<file path="src/rtl/core/assert_macros.svh">
// ----------------------------------------------------------------------------
// assert_macros.svh
// Assertion helpers for the buffer pool RTL; empty when SYNTHESIS is defined.
// ----------------------------------------------------------------------------
`ifndef ASSERT_MACROS_SVH
`define ASSERT_MACROS_SVH
`ifndef SYNTHESIS
// property must hold at every edge outside reset
`define CBBP_ASSERT(label, clk, rst, prop) \
  label: assert property (@(posedge clk) disable iff (rst) prop) \
    else $error("cbbp assertion failed");
// expression must never be true outside reset
`define CBBP_NEVER(label, clk, rst, expr) `CBBP_ASSERT(label, clk, rst, !(expr))
`else
`define CBBP_ASSERT(label, clk, rst, prop)
`define CBBP_NEVER(label, clk, rst, expr)
`endif
`endif

</file>
<file path="src/rtl/core/cbbp_pkg.sv">
// ----------------------------------------------------------------------------
// cbbp_pkg
// Sizes, codes and beat types of the chained block buffer pool.
// ----------------------------------------------------------------------------
`default_nettype none

package cbbp_pkg;

  localparam int NUM_BLOCKS        = 16;
  localparam int BLOCK_OFFSET_BITS = 2;
  localparam int BLOCK_SIZE        = 1 << BLOCK_OFFSET_BITS;
  localparam int POOL_BYTES        = NUM_BLOCKS * BLOCK_SIZE;
  localparam int MAX_OUT           = 64;
  localparam int READ_LIMIT        = (POOL_BYTES < MAX_OUT) ? POOL_BYTES : MAX_OUT;

  localparam int BLK_W  = $clog2(NUM_BLOCKS);
  localparam int CNT_W  = $clog2(NUM_BLOCKS + 1);
  localparam int OFF_W  = BLOCK_OFFSET_BITS;
  localparam int ADDR_W = BLK_W + OFF_W;
  localparam int LINK_W = BLK_W + 1;
  localparam int LEN_W  = 8;
  localparam int BYTE_W = 8;
  localparam int RCNT_W = $clog2(READ_LIMIT + 1);

  // end of chain: first code past the block range
  localparam logic [LINK_W-1:0] LINK_END = LINK_W'(NUM_BLOCKS);
  localparam logic [OFF_W-1:0]  OFF_LAST = OFF_W'(BLOCK_SIZE - 1);

  typedef enum logic [1:0] {
    CMD_CREATE = 2'd0,
    CMD_DATA   = 2'd1,
    CMD_FREE   = 2'd2,
    CMD_READ   = 2'd3
  } cmd_e_t;

  typedef enum logic [1:0] {
    KIND_CREATE = 2'd0,
    KIND_FREE   = 2'd1,
    KIND_READ   = 2'd2
  } kind_e_t;

  typedef enum logic [1:0] {
    ST_OK        = 2'd0,
    ST_TOO_LONG  = 2'd1,
    ST_NO_BLOCKS = 2'd2
  } status_e_t;

  typedef struct packed {
    cmd_e_t             cmd;
    logic [LEN_W-1:0]   msg_length;
    logic [BYTE_W-1:0]  data_byte;
    logic [BLK_W-1:0]   first_block;
  } cmd_beat_t;

  typedef struct packed {
    kind_e_t            kind;
    status_e_t          status;
    logic [BLK_W-1:0]   chain_start;
    logic [CNT_W-1:0]   free_blocks;
    logic [BYTE_W-1:0]  byte_out;
    logic               last;
  } rsp_beat_t;

  function automatic logic [BLK_W-1:0] ring_next(input logic [BLK_W-1:0] p);
    return (p == BLK_W'(NUM_BLOCKS - 1)) ? '0 : BLK_W'(p + 1'b1);
  endfunction

endpackage

`default_nettype wire

</file>
<file path="src/rtl/core/cbbp_ram.sv">
// ----------------------------------------------------------------------------
// cbbp_ram
// Generic simple dual-port RAM, one write and one registered read port.
// ----------------------------------------------------------------------------
`default_nettype none

module cbbp_ram #(
  parameter int WIDTH = 8,
  parameter int DEPTH = 16
) (
  input  logic                     clk,
  input  logic                     we,
  input  logic [$clog2(DEPTH)-1:0] waddr,
  input  logic [WIDTH-1:0]         wdata,
  input  logic                     re,
  input  logic [$clog2(DEPTH)-1:0] raddr,
  output logic [WIDTH-1:0]         rdata
);

  logic [WIDTH-1:0] mem [DEPTH];

  always_ff @(posedge clk) begin
    if (we) begin
      mem[waddr] <= wdata;
    end
    if (re) begin
      rdata <= mem[raddr];
    end
  end

endmodule

`default_nettype wire

</file>
<file path="src/rtl/core/chained_block_buffer_pool_unit.sv">
// ----------------------------------------------------------------------------
// chained_block_buffer_pool_unit
// Pool of fixed-size byte blocks with a free-block ring and chained messages.
// ----------------------------------------------------------------------------
// A command beat is taken on a rising edge with start high and busy low. Every
// result sits on the result port for exactly one cycle with valid high; the
// receiver cannot hold it off, so it must take each beat as it comes. A read
// delivers its bytes one beat at a time, the final one flagged with last.
// States per command; every memory read port is registered:
//   data byte : written from idle, then ST_D_LINK when it closes a block
//   create    : answered from idle when refused, else CR_RD, CR_LINK per block, CR_END
//   free      : FR_CHK, FR_WAIT per block returned, then a last FR_CHK
//   read      : RD_CHK, RD_OUT per byte emitted
// State lives in three RAMs: the free ring (16 x 4), the next-link table
// (16 x 5, end-of-chain code is 16) and the byte store (64 x 8). The ring
// comes out of reset holding k at slot k through one valid flop per slot, so
// there is no clearing pass and a command is taken right after reset.
// ----------------------------------------------------------------------------
`default_nettype none
`include "assert_macros.svh"

module chained_block_buffer_pool_unit (
  input  logic                  clk,
  input  logic                  rst,
  input  logic                  start,
  input  cbbp_pkg::cmd_beat_t   command,
  output logic                  busy,
  output logic                  valid,
  output cbbp_pkg::rsp_beat_t   result
);

  import cbbp_pkg::*;

  typedef enum logic [8:0] {
    ST_IDLE    = 9'b000000001,
    ST_CR_RD   = 9'b000000010,  // read ring slot at head
    ST_CR_LINK = 9'b000000100,  // link previous block to the popped one
    ST_CR_END  = 9'b000001000,  // terminate chain, answer
    ST_FR_CHK  = 9'b000010000,  // push block to ring tail, fetch its link
    ST_FR_WAIT = 9'b000100000,
    ST_RD_CHK  = 9'b001000000,  // fetch byte and link of current block
    ST_RD_OUT  = 9'b010000000,  // emit byte
    ST_D_LINK  = 9'b100000000   // data write crossed a block end
  } state_t;

  state_t state;

  // pool bookkeeping
  logic [BLK_W-1:0]      ring_head;
  logic [BLK_W-1:0]      ring_tail;
  logic [CNT_W-1:0]      free_total;
  logic [NUM_BLOCKS-1:0] ring_valid;   // slot rewritten since reset

  // fill pointer for data beats
  logic [BLK_W-1:0]      write_block;
  logic [OFF_W-1:0]      write_offset;
  logic [LEN_W-1:0]      bytes_pending;

  // per-command working registers
  logic [LINK_W-1:0]     cur;
  logic [CNT_W-1:0]      need;
  logic [CNT_W-1:0]      taken;
  logic [CNT_W-1:0]      steps;
  logic [LEN_W-1:0]      len_q;
  logic [BLK_W-1:0]      chain_head;
  logic [BLK_W-1:0]      ring_pos;
  logic                  ring_hit;
  logic [RCNT_W-1:0]     limit;
  logic [RCNT_W-1:0]     cnt;
  logic [OFF_W-1:0]      off;

  // RAM ports
  logic                  ring_we, ring_re;
  logic [BLK_W-1:0]      ring_waddr, ring_raddr, ring_wdata, ring_rdata;
  logic                  link_we, link_re;
  logic [BLK_W-1:0]      link_waddr, link_raddr;
  logic [LINK_W-1:0]     link_wdata, link_rdata;
  logic                  byte_we, byte_re;
  logic [ADDR_W-1:0]     byte_waddr, byte_raddr;
  logic [BYTE_W-1:0]     byte_wdata, byte_rdata;

  cbbp_ram #(.WIDTH(BLK_W), .DEPTH(NUM_BLOCKS)) u_ring (
    .clk(clk), .we(ring_we), .waddr(ring_waddr), .wdata(ring_wdata),
    .re(ring_re), .raddr(ring_raddr), .rdata(ring_rdata)
  );

  cbbp_ram #(.WIDTH(LINK_W), .DEPTH(NUM_BLOCKS)) u_link (
    .clk(clk), .we(link_we), .waddr(link_waddr), .wdata(link_wdata),
    .re(link_re), .raddr(link_raddr), .rdata(link_rdata)
  );

  cbbp_ram #(.WIDTH(BYTE_W), .DEPTH(POOL_BYTES)) u_bytes (
    .clk(clk), .we(byte_we), .waddr(byte_waddr), .wdata(byte_wdata),
    .re(byte_re), .raddr(byte_raddr), .rdata(byte_rdata)
  );

  // decode of the incoming beat
  logic              accept;
  logic              too_long;
  logic [LEN_W:0]    need_wide;
  logic [CNT_W-1:0]  need_in;
  logic [RCNT_W-1:0] limit_in;
  logic              data_hit;

  // walk conditions
  logic [BLK_W-1:0]  tail_inc;
  logic [BLK_W-1:0]  popped;
  logic              free_go;
  logic              read_go;
  logic [LINK_W-1:0] rd_next_cur;
  logic              rd_done;

  assign busy     = (state != ST_IDLE);
  assign accept   = start && !busy;
  assign too_long = 32'(command.msg_length) > POOL_BYTES;
  // blocks needed: ceil(len / size), at least one
  assign need_wide = ({1'b0, command.msg_length} + (LEN_W + 1)'(BLOCK_SIZE - 1))
                     >> BLOCK_OFFSET_BITS;
  assign need_in  = (need_wide == '0) ? CNT_W'(1) : need_wide[CNT_W-1:0];
  assign limit_in = (32'(command.msg_length) > READ_LIMIT) ? RCNT_W'(READ_LIMIT)
                                                           : RCNT_W'(command.msg_length);
  assign data_hit = accept && (command.cmd == CMD_DATA) && (bytes_pending != '0);

  assign tail_inc = ring_next(ring_tail);
  // untouched ring slots still hold their own index
  assign popped   = ring_hit ? ring_rdata : ring_pos;
  assign free_go  = !cur[BLK_W] && (free_total < CNT_W'(NUM_BLOCKS))
                    && (steps < CNT_W'(NUM_BLOCKS));
  assign read_go  = (cnt < limit) && !cur[BLK_W];
  assign rd_next_cur = (off == OFF_LAST) ? link_rdata : cur;
  assign rd_done  = (RCNT_W'(cnt + 1'b1) == limit) || rd_next_cur[BLK_W];

  function automatic rsp_beat_t make_rsp(input kind_e_t k, input status_e_t s,
                                         input logic [BLK_W-1:0] cs,
                                         input logic [CNT_W-1:0] fb,
                                         input logic [BYTE_W-1:0] b, input logic l);
    rsp_beat_t r;
    r.kind        = k;
    r.status      = s;
    r.chain_start = cs;
    r.free_blocks = fb;
    r.byte_out    = b;
    r.last        = l;
    return r;
  endfunction

  // memory port steering
  always_comb begin
    ring_we    = 1'b0;
    ring_waddr = tail_inc;
    ring_wdata = cur[BLK_W-1:0];
    ring_re    = 1'b0;
    ring_raddr = ring_head;
    link_we    = 1'b0;
    link_waddr = cur[BLK_W-1:0];
    link_wdata = {1'b0, popped};
    link_re    = 1'b0;
    link_raddr = cur[BLK_W-1:0];
    byte_we    = 1'b0;
    byte_waddr = {write_block, write_offset};
    byte_wdata = command.data_byte;
    byte_re    = 1'b0;
    byte_raddr = {cur[BLK_W-1:0], off};
    case (state)
      ST_IDLE: begin
        if (data_hit) begin
          byte_we = 1'b1;
          if (write_offset == OFF_LAST) begin
            link_re    = 1'b1;
            link_raddr = write_block;
          end
        end
      end
      ST_CR_RD: begin
        ring_re = 1'b1;
      end
      ST_CR_LINK: begin
        // the head block has no predecessor to link
        link_we = (taken != CNT_W'(1));
      end
      ST_CR_END: begin
        link_we    = 1'b1;
        link_wdata = LINK_END;
      end
      ST_FR_CHK: begin
        ring_we = free_go;
        link_re = free_go;
      end
      ST_RD_CHK: begin
        byte_re = read_go;
        link_re = read_go;
      end
      default: begin
      end
    endcase
  end

  always_ff @(posedge clk) begin
    if (rst) begin
      state         <= ST_IDLE;
      ring_head     <= '0;
      ring_tail     <= BLK_W'(NUM_BLOCKS - 1);
      free_total    <= CNT_W'(NUM_BLOCKS);
      ring_valid    <= '0;
      write_block   <= '0;
      write_offset  <= '0;
      bytes_pending <= '0;
      valid         <= 1'b0;
    end else begin
      valid <= 1'b0;
      case (state)
        ST_IDLE: begin
          if (accept) begin
            case (command.cmd)
              CMD_CREATE: begin
                if (too_long) begin
                  valid  <= 1'b1;
                  result <= make_rsp(KIND_CREATE, ST_TOO_LONG, '0, free_total, '0, 1'b1);
                end else if (need_in > free_total) begin
                  valid  <= 1'b1;
                  result <= make_rsp(KIND_CREATE, ST_NO_BLOCKS, '0, free_total, '0, 1'b1);
                end else begin
                  need  <= need_in;
                  taken <= '0;
                  len_q <= command.msg_length;
                  state <= ST_CR_RD;
                end
              end
              CMD_DATA: begin
                // stray beat with nothing pending is dropped
                if (bytes_pending != '0) begin
                  bytes_pending <= bytes_pending - 1'b1;
                  write_offset  <= OFF_W'(write_offset + 1'b1);
                  if (write_offset == OFF_LAST) begin
                    state <= ST_D_LINK;
                  end
                end
              end
              CMD_FREE: begin
                cur   <= {1'b0, command.first_block};
                steps <= '0;
                state <= ST_FR_CHK;
              end
              CMD_READ: begin
                cur   <= {1'b0, command.first_block};
                cnt   <= '0;
                off   <= '0;
                limit <= limit_in;
                if (limit_in != '0) begin
                  state <= ST_RD_CHK;
                end
              end
              default: begin
              end
            endcase
          end
        end
        ST_D_LINK: begin
          if (link_rdata[BLK_W]) begin
            bytes_pending <= '0;
          end else begin
            write_block <= link_rdata[BLK_W-1:0];
          end
          state <= ST_IDLE;
        end
        ST_CR_RD: begin
          ring_pos   <= ring_head;
          ring_hit   <= ring_valid[ring_head];
          ring_head  <= ring_next(ring_head);
          free_total <= free_total - 1'b1;
          taken      <= CNT_W'(taken + 1'b1);
          state      <= ST_CR_LINK;
        end
        ST_CR_LINK: begin
          if (taken == CNT_W'(1)) begin
            chain_head <= popped;
          end
          cur   <= {1'b0, popped};
          state <= (taken == need) ? ST_CR_END : ST_CR_RD;
        end
        ST_CR_END: begin
          // a successful create drops whatever was left of the last message
          write_block   <= chain_head;
          write_offset  <= '0;
          bytes_pending <= len_q;
          valid         <= 1'b1;
          result        <= make_rsp(KIND_CREATE, ST_OK, chain_head,
                                    CNT_W'(free_total), '0, 1'b1);
          state         <= ST_IDLE;
        end
        ST_FR_CHK: begin
          if (free_go) begin
            ring_tail            <= tail_inc;
            ring_valid[tail_inc] <= 1'b1;
            free_total           <= CNT_W'(free_total + 1'b1);
            steps                <= CNT_W'(steps + 1'b1);
            state                <= ST_FR_WAIT;
          end else begin
            valid  <= 1'b1;
            result <= make_rsp(KIND_FREE, ST_OK, '0, free_total, '0, 1'b1);
            state  <= ST_IDLE;
          end
        end
        ST_FR_WAIT: begin
          cur   <= link_rdata;
          state <= ST_FR_CHK;
        end
        ST_RD_CHK: begin
          state <= read_go ? ST_RD_OUT : ST_IDLE;
        end
        ST_RD_OUT: begin
          valid  <= 1'b1;
          result <= make_rsp(KIND_READ, ST_OK, '0, '0, byte_rdata, rd_done);
          cnt    <= RCNT_W'(cnt + 1'b1);
          off    <= OFF_W'(off + 1'b1);
          cur    <= rd_next_cur;
          state  <= rd_done ? ST_IDLE : ST_RD_CHK;
        end
        default: begin
          state <= ST_IDLE;
        end
      endcase
    end
  end

  // free count never passes the pool size
  `CBBP_NEVER(a_free_bound, clk, rst, free_total > CNT_W'(NUM_BLOCKS))
  // ring occupancy between head and tail matches the free count
  `CBBP_ASSERT(a_ring_count, clk, rst, BLK_W'(ring_tail + 1'b1 - ring_head) == free_total[BLK_W-1:0])
  // a read byte that is not the last leaves the walk running
  `CBBP_ASSERT(a_mid_read_busy, clk, rst, valid && !result.last |-> busy)
  // chain is closed only once every needed block is popped
  `CBBP_ASSERT(a_chain_len, clk, rst, state == ST_CR_END |-> taken == need)

endmodule

`default_nettype wire

</file>
<file path="config.mk">
export PLATFORM = sky130hd
export DESIGN_NAME = chained_block_buffer_pool_unit
export DESIGN_NICKNAME = d
export VERILOG_FILES = /design/src/rtl/core/cbbp_pkg.sv /design/src/rtl/core/cbbp_ram.sv /design/src/rtl/core/chained_block_buffer_pool_unit.sv
export VERILOG_INCLUDE_DIRS = /design/src /design/src/rtl/core
export SDC_FILE = /design/constraint.sdc
export NUM_CORES = 1
export LEC_CHECK = 0
export ABC_AREA = 1
export ABC_CLOCK_PERIOD_IN_PS = 9310
export BUFFER_PORTS_ARGS = -buffer_cell sky130_fd_sc_hd__buf_2
export CORE_ASPECT_RATIO = 1.75
export CORE_MARGIN = 4
export CORE_UTILIZATION = 45
export CTS_CLUSTER_DIAMETER = 40
export DETAILED_ROUTE_END_ITERATION = 10
export MAX_ROUTING_LAYER = met4
export PLACE_DENSITY_LB_ADDON = 0.3
export SYNTH_ARGS = -nofsm -noshare
export SYNTH_HDL_FRONTEND = slang
export SYNTH_HIERARCHICAL = 1
export SYNTH_SLANG_ARGS = --single-unit
</file>
<file path="constraint.sdc">
create_clock -name clk -period 9.31 [get_ports clk]
set_input_delay 1.862 -clock clk [delete_from_list [all_inputs] [get_ports clk]]
set_output_delay 1.862 -clock clk [all_outputs]
set_load 0.05 [all_outputs]
</file>
== Word level (Yosys, flattened, before mapping) ==
Memory sizes are Yosys's and may differ from the RTL's. A register that Yosys moved wholly into a read port is not among the register bits.
Index checks and enable logic that the tools add are counted.
Word-level totals
  output and inout port bits: 24
  memory bits (writable): 656
  bits in registers: 128
  memories kept: 3
  bits of input ports: 25
  logic and storage cells: 219
Memories
  u_bytes.mem: words 64, width 8, read ports 1, clocked after memory_dff 1, write ports 1, RTL line cbbp_ram.sv:20  | logic [WIDTH-1:0] mem [DEPTH];
  u_link.mem: words 16, width 5, read ports 1, clocked after memory_dff 1, write ports 1, RTL line cbbp_ram.sv:20
  u_ring.mem: words 16, width 4, read ports 1, clocked after memory_dff 1, write ports 1, RTL line cbbp_ram.sv:20
Operators by class
  add/sub/neg operators: 11
  equal/unequal tests: 41
  bitwise logic cells: 4
  muxes and demuxes: 84
  reductions and logical operators: 41
  order comparisons: 8
Operators by type and width (number)
  22-bit two-way mux: 5
  22-bit case mux with 4 select lines: 1
  5-bit two-way mux: 13
  9-bit case mux with 7 select lines: 1
  9-bit two-way mux: 6
  8-bit two-way mux: 5
  9-bit case mux with 4 select lines: 1
  4-bit two-way mux: 8
  5-bit case mux with 2 select lines: 3
  7-bit two-way mux: 4
  8-bit case mux with 3 select lines: 1
  6-bit AND reduction: 4
  1-bit two-way mux: 20
  2-bit inequality test (second input constant): 10
  5-bit case mux with 4 select lines: 1
  3-bit inequality test (second input constant): 6
  16-bit OR: 1
  4-bit AND reduction: 4
  5-bit by 1-bit adder with 5-bit output (second input constant): 3
  5-bit AND reduction: 3
  7-bit case mux with 2 select lines: 1
  2-bit nonzero test: 6
  4-bit by 5-bit < comparator with 1-bit output (second input constant): 2
  5-bit < comparator (second input constant): 2
  49 further kinds: 78

== Depth between registers and ports, before layout ==
Gate-level depths: netlist of the first run.
  word-level depth: 9
  mapped depth: 18
  gate-level depth less buffers: 18

== Hierarchy ==
The synthesis of the first run kept the hierarchy.
Modules (own cells, without submodules)
  cbbp_ram at u_bytes: area each 21371.7 µm², instances 1, cells an instance 1822, seq. area each 15615.0 µm²
  chained_block_buffer_pool_unit: area each 6701.4 µm², instances 1, cells an instance 785, seq. area each 3313.2 µm²
  cbbp_ram at u_link: area each 3783.6 µm², instances 1, cells an instance 355, seq. area each 2552.4 µm²
  cbbp_ram at u_ring: area each 3007.9 µm², instances 1, cells an instance 292, seq. area each 2042.0 µm²

== Worst setup path before layout of the first run ==
OpenSTA, ideal clock, no wires.
  path kind: input-to-reg
  start point: input port command[14] (netlist name)
  end point: register result[0] (netlist name), enable pin
  library setup time: 0.408 ns
  stages: 16
  required time: 8.902 ns
  arrival time: 4.677 ns
  setup slack: 4.225 ns
  buffers on the path: 0
  cells stage by stage: inv_1 > nor2_1 > inv_1 > nor3_1 > nand2_1 > xor2_1 > inv_1 > ha_1 > nand2_1 > inv_1 > o21ai_0 > nand3_1 > nand2_1 > a21oi_2 > nand2_1 > a21oi_1
Between the ends
  longest elaborated chain between the ends: 6
  elaborated cells on any way between the ends: 7
  classes of those cells: 1 x add/sub; 2 x order compare; 1 x eq/ne; 1 x mux; 2 x reduce/logical
RTL lines
  start, declared: RTL line chained_block_buffer_pool_unit.sv:26  | input cbbp_pkg::cmd_beat_t command,
  8-bit by 2-bit adder with 9-bit output (*): RTL line chained_block_buffer_pool_unit.sv:117  | assign need_wide = ({1'b0, command.msg_length} + (LEN_W + 1)'(BLOCK_SIZE - 1))
  9-bit zero test: RTL line chained_block_buffer_pool_unit.sv:119  | assign need_in = (need_wide == '0) ? CNT_W'(1) : need_wide[CNT_W-1:0];
  5-bit two-way mux (*): RTL line chained_block_buffer_pool_unit.sv:119
  net need_in[4]: RTL line chained_block_buffer_pool_unit.sv:101  | logic [CNT_W-1:0] need_in;
  5-bit > comparator (*): RTL line chained_block_buffer_pool_unit.sv:219  | end else if (need_in > free_total) begin
  3-bit inequality test (no source line) (*)
  6-bit AND reduction (no source line) (*)
  end signal, assigned: RTL line chained_block_buffer_pool_unit.sv:218  | result <= make_rsp(KIND_CREATE, ST_TOO_LONG, '0, free_total, '0, 1'b1);
  end signal, assigned: RTL line chained_block_buffer_pool_unit.sv:221  | result <= make_rsp(KIND_CREATE, ST_NO_BLOCKS, '0, free_total, '0, 1'b1);
  end signal, assigned: RTL line chained_block_buffer_pool_unit.sv:287  | result <= make_rsp(KIND_CREATE, ST_OK, chain_head,
  end, declared: RTL line chained_block_buffer_pool_unit.sv:29  | output cbbp_pkg::rsp_beat_t result
Mark *: on every way through the listed nets, which the timed path passes. The rest lies on a longest branch.
A chain may end at the register's enable or synchronous reset.

== Worst setup path in the final report of the first run ==
  start point: input port command[14] (netlist name)
  end point: register result[5] (netlist name), enable pin
The elaborated chain is that of the path after synthesis.

==> results by group, run 1 <==
Outcome
  – Outcome: finished clean

Floorplanning
  – Die footprint: 82200 um^2
  – Die Ht: 376 um
  – DIE WIDTH: 218 um
  – Initial core utilization: 45.5%
  – Total core area: 76600 um^2
  – I/O pin cnt: 49
  – Row cnt: 134

Drt
  – Vias: 22900
  – DRC violations left: 0
  – DR iter-0 viols: 1782
  – DRT Pass-1 Iters: 6
  – Routed WL per cell: 19.3 um
  – Post-route ant nets: 0
  – Drt total wl: 83600 um
  – Via density: 5.28

Place
  – Routability cong.: 0.907
  – I/O Buffers: 48
  – Area after DPL: 35600 um^2
  – Placed cells: 4206
  – Pre-CTS setup slack: 4.09 ns
  – Hpwl dp: 53000 um

Synthesis
  – Post-Syn Area: 34900 um^2
  – Main synth FF type: edfxtp_1
  – Yosys cell types: 52
  – Commonest cells in the netlist: 960 x nand2_1, 748 x edfxtp_1, 584 x nand3_1, 232 x inv_1, 221 x nor2_1
  – Yosys reg bits: 801
  – Mean Syn Cell Area: 10.7 um^2
  – FFs w/ async S/R, synth: 0%
  – Post-synth EDFFs: 748
  – Top-count cell post-synth: nand2_1
  – Ys Warns: 6
  – Synth area leaders: edfxtp_1 64%, nand2_1 10%, nand3_1 8.4%
  – Syn Inst Count: 3254
  – Syn Nets: 3311
  – Post-synth top area cell: edfxtp_1
  – Sequential area share after synthesis: 67.5%
  – Share of the synthesized area in the top cell type: 64.4%

Min path
  – Worst hold endpoint: ring_valid[12]
  – Worst Hold Class: flip-flop to flip-flop
  – Hold path startpoint: ring_valid[12]
  – Worst Hold Path Cells: 2

Timing
  – Max-slew headroom: 11.8%
  – Max Clk Rate: 0.218 GHz
  – Setup TNS Final: 0 ns
  – Shortest period the worst path allows: 4.59 ns
  – Setup Skew: 0.0214 ns
  – Max-slew violation count: 0
  – Post-route clock period utilization: 49.3%
  – Fin Hold WS: 0.454 ns
  – Final worst setup slack: 4.72 ns
  – RSZ-0062 raised after global routing: no
  – Final setup vio count: 0
  – Final hold vios: 0
  – Slew @ Worst Pin: 1.31 ns

Critical path
  – Slack of the worst reg-to-reg path: 5.88 ns
  – Setup Crit Path Kind: primary input to flip-flop
  – Startpoint types: primary input
  – Worst-case reg-to-reg path depth: 11
  – Critical Path AT: 4.89 ns
  – Worst reg2reg endpoint: u_bytes/rdata[3]
  – FF-to-FF Start: off[0]
  – Slowest CP cell: a21oi_2
  – Worst Setup End Kind: flip-flop
  – Crit path largest cell delay: 0.58 ns
  – Crit-path cells: buf_2, inv_1, nor2_1, inv_1, nor3_1, nand2_1, xor2_1, inv_1, ha_1, nand2_1, inv_1, o21ai_0, nand3_1, nand2_1, a21oi_2, nand2_1, a21oi_2, buf_4
  – Worst-path fanout max: 12
  – Required @ worst endpoint: 9.61 ns

GRT
  – Largest net degree at the start of global routing: 96
  – Vias in the first global route: 22500
  – Global route overflow: 0
  – First-pass GRT wire length: 128000 um
  – Gr usage total: 20.7%
  – Antenna violations before repair: 1

Pwr
  – Worst VDD drop: 0.171 mV
  – Tot Pwr: 7.39 mW
  – Power per cell area: 194 nW/um^2
  – Leak: 14.4 nW

CTS
  – Clock net sink count: 801
  – Post-cts sizing count: 0
  – H-tree depth: 3
  – Root Driver: clkbuf_16
  – Clk_lat worst skew: 0.62 ns
  – CTS tree: done
  – Post-CTS setup buffer count: 0
  – Worst-path clk slew: 0.07 ns
  – Max Root-Sink Buffers: 3
  – Hold bufs inserted after CTS: 0
  – Num CTS Buffers: 72

Finish
  – Layout cells sized above 1: 8.61%
  – Layout net count: 3317
  – Fill cells: 6874
  – Fin area: 38000 um^2
  – Fin util: 49.6%
  – Non-filler cells, final: 4332
  – Synth-to-Final Area Change: 9.02%

Flow run
  – Max Cap Viol: 0
-- state kept, by name (all words and copies together) (netlist names), 7 cells and up --
register / cells
u_ring/mem: 64
len_q: 8
u_bytes/mem: 512
bytes_pending: 8
ring_valid: 16
cnt: 7
state: 9
u_bytes/rdata: 8
limit: 7
result: 22
u_link/mem: 80
-- layout make-up --
class	count	area, um^2	share of cell area [%]
Clock inverter	38	425	1.12
Antenna cell	1	2.50	0.00658
Clock buffer	87	1950	5.14
Inverter	279	1080	2.83
Sequential cell	801	23500	61.9
Multi-Input combinational cell	2026	9270	24.4
Timing Repair Buffer	80	480	1.26
Tap cell	1020	1280	3.36
-- power breakdown --
part           total (mW)  switching, mW  internal (mW)
clock network        3.00           1.29           1.70
registers            3.96         0.0128           3.94
logic               0.441          0.328          0.113
-- critical path, delay by kind of cell --
family | cells | cell delay [ns]
AO/OA/AOI/OAI | 3 | 0.88
XOR/XNOR | 1 | 0.15
adder cells (fa/ha/maj) | 1 | 0.29
buffers and inverters | 6 | 0.72
AND/OR/NAND/NOR | 7 | 0.97
-- worst max path at each step --
stage | from | to | cells after the start
2_1_floorplan | command[14] | result[0] | 16
3_3_place_gp | command[14] | result[4] | 18
3_5_place_dp | command[14] | result[7] | 18
4_1_cts | command[14] | result[5] | 18
5_1_grt | command[12] | result[4] | 18
6_report | command[14] | result[5] | 18
-- layout by cell type (no fill, tap or decap), types with 12 or more instances in the layout --
cell,netlist,routed
a21oi_1,50,49
o21ai_0,40,40
nand2_1,960,960
dfxtp_1,53,53
buf_4,18,32
ha_1,31,31
nand3_1,584,584
inv_1,232,231
clkbuf_16,0,75
xor2_1,14,14
nor3_1,24,23
buf_2,63,48
nand2_2,23,23
inv_2,39,39
nor2_1,221,221
o21ai_1,12,12
edfxtp_1,748,748
-- metal layers --
metal  wire length, um  share of wire [%]  global-route usage, %  vias to the layer above
met2             44500                 53                   37.2                      642
met4              4430                5.3                   10.6                        0
met5                 0                  0                      -                        -
met3              3560                4.3                   2.32                      228
li1                  -                  -                      -                    11000
met1             31200                 37                   22.6                    11000
-- logic make-up after synthesis --
logic type / count (synthesis) / share of synthesized area (%)
DFF: 801 / 67.5
adders and majority gates: 32 / 1.17
buffers and inverters: 427 / 5.96
and+or+nand+nor: 1847 / 22.8
xor gates and xnor gates: 22 / 0.553
muxes: 5 / 0.158
AOI/OAI and AO/OA: 120 / 1.94
(Power assumes the default switching activity.)
==> run 2: changes to the inputs <==
--- a/config.mk
+++ b/config.mk
@@ -7,7 +7,7 @@
 export NUM_CORES = 1
 export LEC_CHECK = 0
 export ABC_AREA = 1
-export ABC_CLOCK_PERIOD_IN_PS = 9310
+export ABC_CLOCK_PERIOD_IN_PS = 4360
 export BUFFER_PORTS_ARGS = -buffer_cell sky130_fd_sc_hd__buf_2
 export CORE_ASPECT_RATIO = 1.75
 export CORE_MARGIN = 4
==> constraint.sdc (replaced) <==
create_clock -name clk -period 4.36 [get_ports clk]
set_input_delay 0.872 -clock clk [delete_from_list [all_inputs] [get_ports clk]]
set_output_delay 0.872 -clock clk [all_outputs]
set_load 0.05 [all_outputs]
==> results by group, run 2 (same netlist as run 1, synthesis figures left out) <==
Timing
  – Final hold vios: 0 (unchanged)
  – Slew @ Worst Pin: 1.15 ns (-0.162 ns)
  – Final setup vio count: 0 (unchanged)
  – Setup Skew: 0.0306 ns (+0.00921 ns)
  – Max-slew headroom: 23.2% (+11 points)
  – Shortest period the worst path allows: 3.15 ns
  – Setup TNS Final: 0 ns (unchanged)
  – Max Clk Rate: 0.318 GHz
  – RSZ-0062 raised after global routing: no
  – Post-route clock period utilization: 72.2%
  – Final worst setup slack: 1.21 ns (-3.51 ns)
  – Max-slew violation count: 0 (unchanged)

Critical path
  – Critical Path AT: 3.44 ns (-1.45 ns)
  – Slowest CP cell: nor3_1
  – Worst-path fanout max: 11 (-1)
  – Required @ worst endpoint: 4.65 ns (-4.96 ns)
  – Startpoint types: primary input
  – Worst-case reg-to-reg path depth: 15 (+4)
  – Crit-path cells: buf_2, inv_1, nor2_1, inv_1, nor3_1, nand2_1, xor2_1, inv_1, ha_1, nand2_1, inv_1, o21ai_0, nand3_1, nand2_1, a21oi_2, nand2_1, a21oi_2, buf_4
  – CP top delay family: simple AND/OR/NAND/NOR gates
  – Crit path buf inv count: 6 (unchanged)
  – WP depth: 18 (unchanged)
  – Setup Crit Path Kind: primary input to flip-flop
  – Worst Setup End Kind: flip-flop
  – Crit path largest cell delay: 0.37 ns (-0.21 ns)

CTS
  – Post-CTS setup buffer count: 0 (unchanged)
  – Hold bufs inserted after CTS: 0 (unchanged)
  – CTS tree: done
  – Post-cts sizing count: 0 (unchanged)
  – Clk_lat worst skew: 0.62 ns (about the same)
  – Worst-path clk slew: 0.07 ns (about the same)
  – Clock net sink count: 801 (unchanged)
  – Max Root-Sink Buffers: 3 (unchanged)
  – Num CTS Buffers: 70 (-2.8%)
  – Root Driver: clkbuf_16
  – H-tree depth: 3 (unchanged)

Pwr
  – Sw Ratio: 22.0% (-0.099 points)
  – Tot Pwr: 15.7 mW (+110%)
  – Leak: 14.5 nW (+0.31%)
  – Int Pwr: 12.2 mW (+110%)
  – Net switching power figure: 3.45 mW (+110%)
  – Combinational share of power: 5.9% (about the same)
  – Power per cell area: 412 nW/um^2 (+110%)
  – Worst VDD drop: 0.393 mV (+130%)
  – Sequential fraction of design power: 53.9% (+0.4 points)
  – Clock power share: 40.1% (-0.4 points)

Finish
  – Fin area: 38100 um^2 (+0.22%)
  – Synth-to-Final Area Change: 9.27%
  – Diode count: 0 (-1)
  – Most common cell after layout, fill and taps aside: nand2_1
  – Layout net count: 3328 (+0.33%)
  – Biggest regs: u_bytes/mem (512), u_link/mem (80), u_ring/mem (64)
  – Most frequent cells in the layout: 960 x nand2_1, 748 x edfxtp_1, 584 x nand3_1, 231 x inv_1, 221 x nor2_1
  – Max FFs per register: 512 (unchanged)
  – Largest Register: u_bytes/mem
  – Layout cells sized above 1: 8.72% (+0.11 points)

Drt
  – DRC violations left: 0 (unchanged)
  – Post-route ant nets: 0 (unchanged)
  – DRT Pass-1 Iters: 5 (-1)
  – Vias: 22800 (-0.36%)
  – Drt total wl: 83900 um (+0.31%)
  – Via density: 5.24 (-0.68%)
  – Routed WL per cell: 19.3 um (about the same)
  – DR iter-0 viols: 1562 (-12%)

Outcome
  – Outcome: finished clean

GRT
  – Met3 usage: 2.11% (-0.21 points)
  – Largest net degree at the start of global routing: 153 (+59%)
  – Gr usage total: 20.8% (+0.064 points)
  – Vias in the first global route: 22400 (-0.13%)
  – GR peak layer: met2
  – GR Util met1: 22.4% (-0.15 points)
  – First-pass GRT wire length: 128000 um (-0.23%)
  – Global route overflow: 0 (unchanged)
  – Antenna violations before repair: 0 (-1)
  – Global Route met2 Usage: 37.6% (+0.40 points)

Place
  – Routability cong.: 0.903 (-0.47%)
  – Area after DPL: 35800 um^2 (+0.41%)
  – Pre-CTS setup slack: 0.657 ns (-3.43 ns)
  – I/O Buffers: 48 (unchanged)
  – Hpwl dp: 55600 um (+4.9%)

Min path
  – Worst Hold Class: flip-flop to flip-flop
  – Worst Hold Path Cells: 2 (unchanged)

Floorplanning
  – I/O pin cnt: 49 (unchanged)
  – Total core area: 76600 um^2 (unchanged)
  – Initial core utilization: 45.5% (unchanged)
  – Die Ht: 376 um (unchanged)
  – Row cnt: 134 (unchanged)
  – Die footprint: 82200 um^2 (unchanged)
  – DIE WIDTH: 218 um (unchanged)

Flow run
  – Max Cap Viol: 0 (unchanged)
-- run 2: worst paths after layout --
check	from	endpoint	slack, ns
worst max-delay path	command[14]	result[7]	1.21
worst min-delay path	ring_valid[4]	ring_valid[4]	0.46
worst max register to register	bytes_pending[0]	u_link/rdata[0]	1.25
worst min register to register	ring_valid[4]	ring_valid[4]	0.46
-- run 2: per-stage QoR --
stage,hold WS (ns),util (%),cells
2_1_floorplan,0.426,-,3254
6_report,0.456,49.7,4346
3_5_place_dp,0.444,46.7,4219
4_1_cts,0.442,49.7,4346
3_3_place_gp,0.433,46.7,4219
5_1_grt,0.451,49.7,4346
-- run 2: power by group through the flow --
stage	Clock [mW]	Combinational, mW	Sequential, mW
5_1_grt	6.70	1.02	8.46
6_report	6.29	0.928	8.46
3_3_place_gp	0	0.918	8.63
4_1_cts	6.42	0.929	8.46
3_5_place_dp	0	0.925	8.63
2_1_floorplan	0	0.600	8.63
-- run 2: area by class of cell --
type	instances	area [um^2]
clock inverters	36	392
repair buffers	93	628
clock buffers	91	1930
flip-flops and latches	801	23500
multi-input cells	2026	9270
well taps	1020	1280
fillers	6816	38500
inverters	279	1080
-- run 2: worst min-delay path, stage by stage (launching register included) --
cell and delay, ns:
dfxtp_1 0.31, inv_1 0.04, a21oi_1 0.05
-- run 2: per-layer routing --
| layer | up-vias | share of wire, % |
|---|---|---|
| met3 | 231 | 4.0 |
| met2 | 648 | 54 |
| met1 | 10900 | 36 |
| met5 | - | 0 |
| li1 | 11000 | - |
| met4 | 0 | 5.8 |
==> run 3: changes to the inputs <==
--- a/config.mk
+++ b/config.mk
@@ -7,7 +7,7 @@
 export NUM_CORES = 1
 export LEC_CHECK = 0
 export ABC_AREA = 1
-export ABC_CLOCK_PERIOD_IN_PS = 4360
+export ABC_CLOCK_PERIOD_IN_PS = 2980
 export BUFFER_PORTS_ARGS = -buffer_cell sky130_fd_sc_hd__buf_2
 export CORE_ASPECT_RATIO = 1.75
 export CORE_MARGIN = 4
==> constraint.sdc (replaced) <==
create_clock -name clk -period 2.98 [get_ports clk]
set_input_delay 0.596 -clock clk [delete_from_list [all_inputs] [get_ports clk]]
set_output_delay 0.596 -clock clk [all_outputs]
set_load 0.05 [all_outputs]
==> results by group, run 3 (same netlist as run 1, synthesis figures left out) <==
Drt
  – Via density: 5.22 (-0.55%)
  – Vias: 23300 (+2.3%)
  – DRT Pass-1 Iters: 5 (unchanged)
  – Post-route ant nets: 0 (unchanged)
  – Routed WL per cell: 19.4 um (+0.57%)
  – Drt total wl: 86800 um (+3.4%)
  – DR iter-0 viols: 1776 (+14%)
  – DRC violations left: 0 (unchanged)

Timing
  – Max-slew headroom: 39.2% (+16 points)
  – RSZ-0062 raised after global routing: no
  – Final setup vio count: 0 (unchanged)
  – Setup Skew: 0.0253 ns (-0.00532 ns)
  – Final hold vios: 0 (unchanged)
  – Shortest period the worst path allows: 2.68 ns
  – Final worst setup slack: 0.295 ns (-0.918 ns)
  – Slew @ Worst Pin: 0.913 ns (-0.239 ns)
  – Max Clk Rate: 0.372 GHz
  – Post-route clock period utilization: 90.1%
  – Max-slew violation count: 0 (unchanged)

Finish
  – Layout net count: 3445 (+3.5%)
  – Most frequent cells in the layout: 958 x nand2_1, 748 x edfxtp_1, 584 x nand3_1, 230 x inv_1, 221 x nor2_1
  – Max FFs per register: 512 (unchanged)
  – Synth-to-Final Area Change: 12.4%
  – Largest Register: u_bytes/mem
  – Most common cell after layout, fill and taps aside: nand2_1
  – Layout cells sized above 1: 12.2% (+3.5 points)
  – Biggest regs: u_bytes/mem (512), u_link/mem (80), u_ring/mem (64)

Flow run
  – Max Cap Viol: 0 (unchanged)

Floorplanning
  – Initial core utilization: 45.5% (unchanged)
  – Total core area: 76600 um^2 (unchanged)
  – I/O pin cnt: 49 (unchanged)
  – DIE WIDTH: 218 um (unchanged)
  – Die Ht: 376 um (unchanged)
  – Row cnt: 134 (unchanged)
  – Die footprint: 82200 um^2 (unchanged)

Critical path
  – Worst Setup End Kind: flip-flop
  – Worst-case reg-to-reg path depth: 10 (-5)
  – Worst reg2reg endpoint: u_bytes/mem[60][2]
  – Slack of the worst reg-to-reg path: 0.30 ns (-0.95 ns)
  – FF-to-FF Start: state[7]
  – Required @ worst endpoint: 3.33 ns (-1.32 ns)
  – Startpoint types: flip-flop
  – Worst-path fanout max: 15 (+4)
  – Setup Crit Path Kind: flip-flop to flip-flop
  – Critical Path AT: 3.04 ns (-0.40 ns)

Pwr
  – Combinational share of power: 6.1% (+0.2 points)
  – Net switching power figure: 5.29 mW (+53%)
  – Tot Pwr: 23.2 mW (+48%)
  – Worst VDD drop: 0.595 mV (+52%)
  – Int Pwr: 18.0 mW (+47%)
  – Sequential fraction of design power: 53.2% (-0.7 points)
  – Power per cell area: 593 nW/um^2 (+44%)
  – Clock power share: 40.7% (+0.6 points)
  – Sw Ratio: 22.7% (+0.73 points)
  – Leak: 15.2 nW (+4.7%)

CTS
  – Post-CTS setup buffer count: 0 (unchanged)
  – Root Driver: clkbuf_16
  – CTS tree: done
  – Clk_lat worst skew: 0.65 ns (+0.03 ns)
  – Clock net sink count: 801 (unchanged)
  – Max Root-Sink Buffers: 3 (unchanged)
  – Hold bufs inserted after CTS: 0 (unchanged)
  – Worst-path clk slew: 0.07 ns (about the same)
  – H-tree depth: 3 (unchanged)
  – Num CTS Buffers: 72 (+2.9%)

GRT
  – Vias in the first global route: 23300 (+3.8%)
  – Gr usage total: 21.7% (+0.92 points)
  – Largest net degree at the start of global routing: 110 (-28%)
  – Antenna violations before repair: 1 (+1)
  – Global route overflow: 0 (unchanged)
  – First-pass GRT wire length: 133000 um (+4.1%)

Outcome
  – Outcome: finished clean

Place
  – Pre-CTS setup slack: -0.262 ns (-0.919 ns)
  – Hpwl dp: 57900 um (+4.2%)
  – Routability cong.: 0.919 (+1.9%)
  – I/O Buffers: 48 (unchanged)

Min path
  – Worst hold endpoint: len_q[7]
  – Hold path startpoint: command[19]
  – Worst Hold Class: primary input to flip-flop
  – Worst Hold Path Cells: 1 (-1)
-- run 3: metrics by stage --
stage                     std cells  hold WS [ns]  setup TNS (ns)  util [%]  cell area, um^2
final                          4469         0.191               0      51.1            39200
after global routing           4469         0.174               0      51.1            39200
after CTS                      4468         0.145               0      51.1            39200
after detailed placement       4334         0.437           -5.64      48.0            36800
after global placement         4334         0.434           -5.49      48.0            36800
after floorplan                3254         0.426               0         -            34900
-- run 3: power by group through the flow --
stage               logic [mW]  clock network [mW]  registers, mW
floorplan                0.883                   0           12.6
global placement          1.40                   0           12.6
detailed placement        1.41                   0           12.6
CTS                       1.41                9.66           12.4
global route              1.55                10.1           12.4
finish                    1.41                9.46           12.4
-- run 3: metal layers --
| metal | track usage, % | wire, um |
|---|---|---|
| met5 | - | 0 |
| met4 | 9.86 | 4030 |
| met3 | 2.61 | 3230 |
| met2 | 40.4 | 48100 |
| met1 | 22.8 | 31400 |
-- run 3: final cells by class --
cell class	count	area, um^2
diodes	1	2.50
clock buffers	81	1880
clock inverters	53	534
fillers	6855	37400
inverters	279	1080
multi-input cells	2026	9300
flip-flops and latches	801	23500
well taps	1020	1280
repair buffers	208	1580
-- run 3: critical path: stages (launching register included) --
cell	delay, ns
dfxtp_1	0.33
nor2_2	0.14
nand2_2	0.09
nor2_4	0.17
nand2_4	0.11
clkinv_4	0.09
nand2_2	0.07
nor2_4	0.35
nand2_1	0.45
nor2_1	0.35
buf_4	0.20
-- run 3: worst max path at each step --
| stage | depth (start not counted) | startpoint | endpoint |
|---|---|---|---|
| after global routing | 14 | bytes_pending[0] | u_link/rdata[2] |
| after CTS | 15 | bytes_pending[0] | u_link/rdata[0] |
| final | 10 | state[7] | u_bytes/mem[60][2] |
| after floorplan | 16 | command[13] | result[0] |
| after global placement | 18 | command[14] | result[7] |
| after detailed placement | 18 | command[14] | result[6] |
-- run 3: repair_timing --
item | CTS | global route
hold endpoints to repair | 0 | 0
setup endpoints to repair | 0 | 5
gates resized for setup | 0 | 3
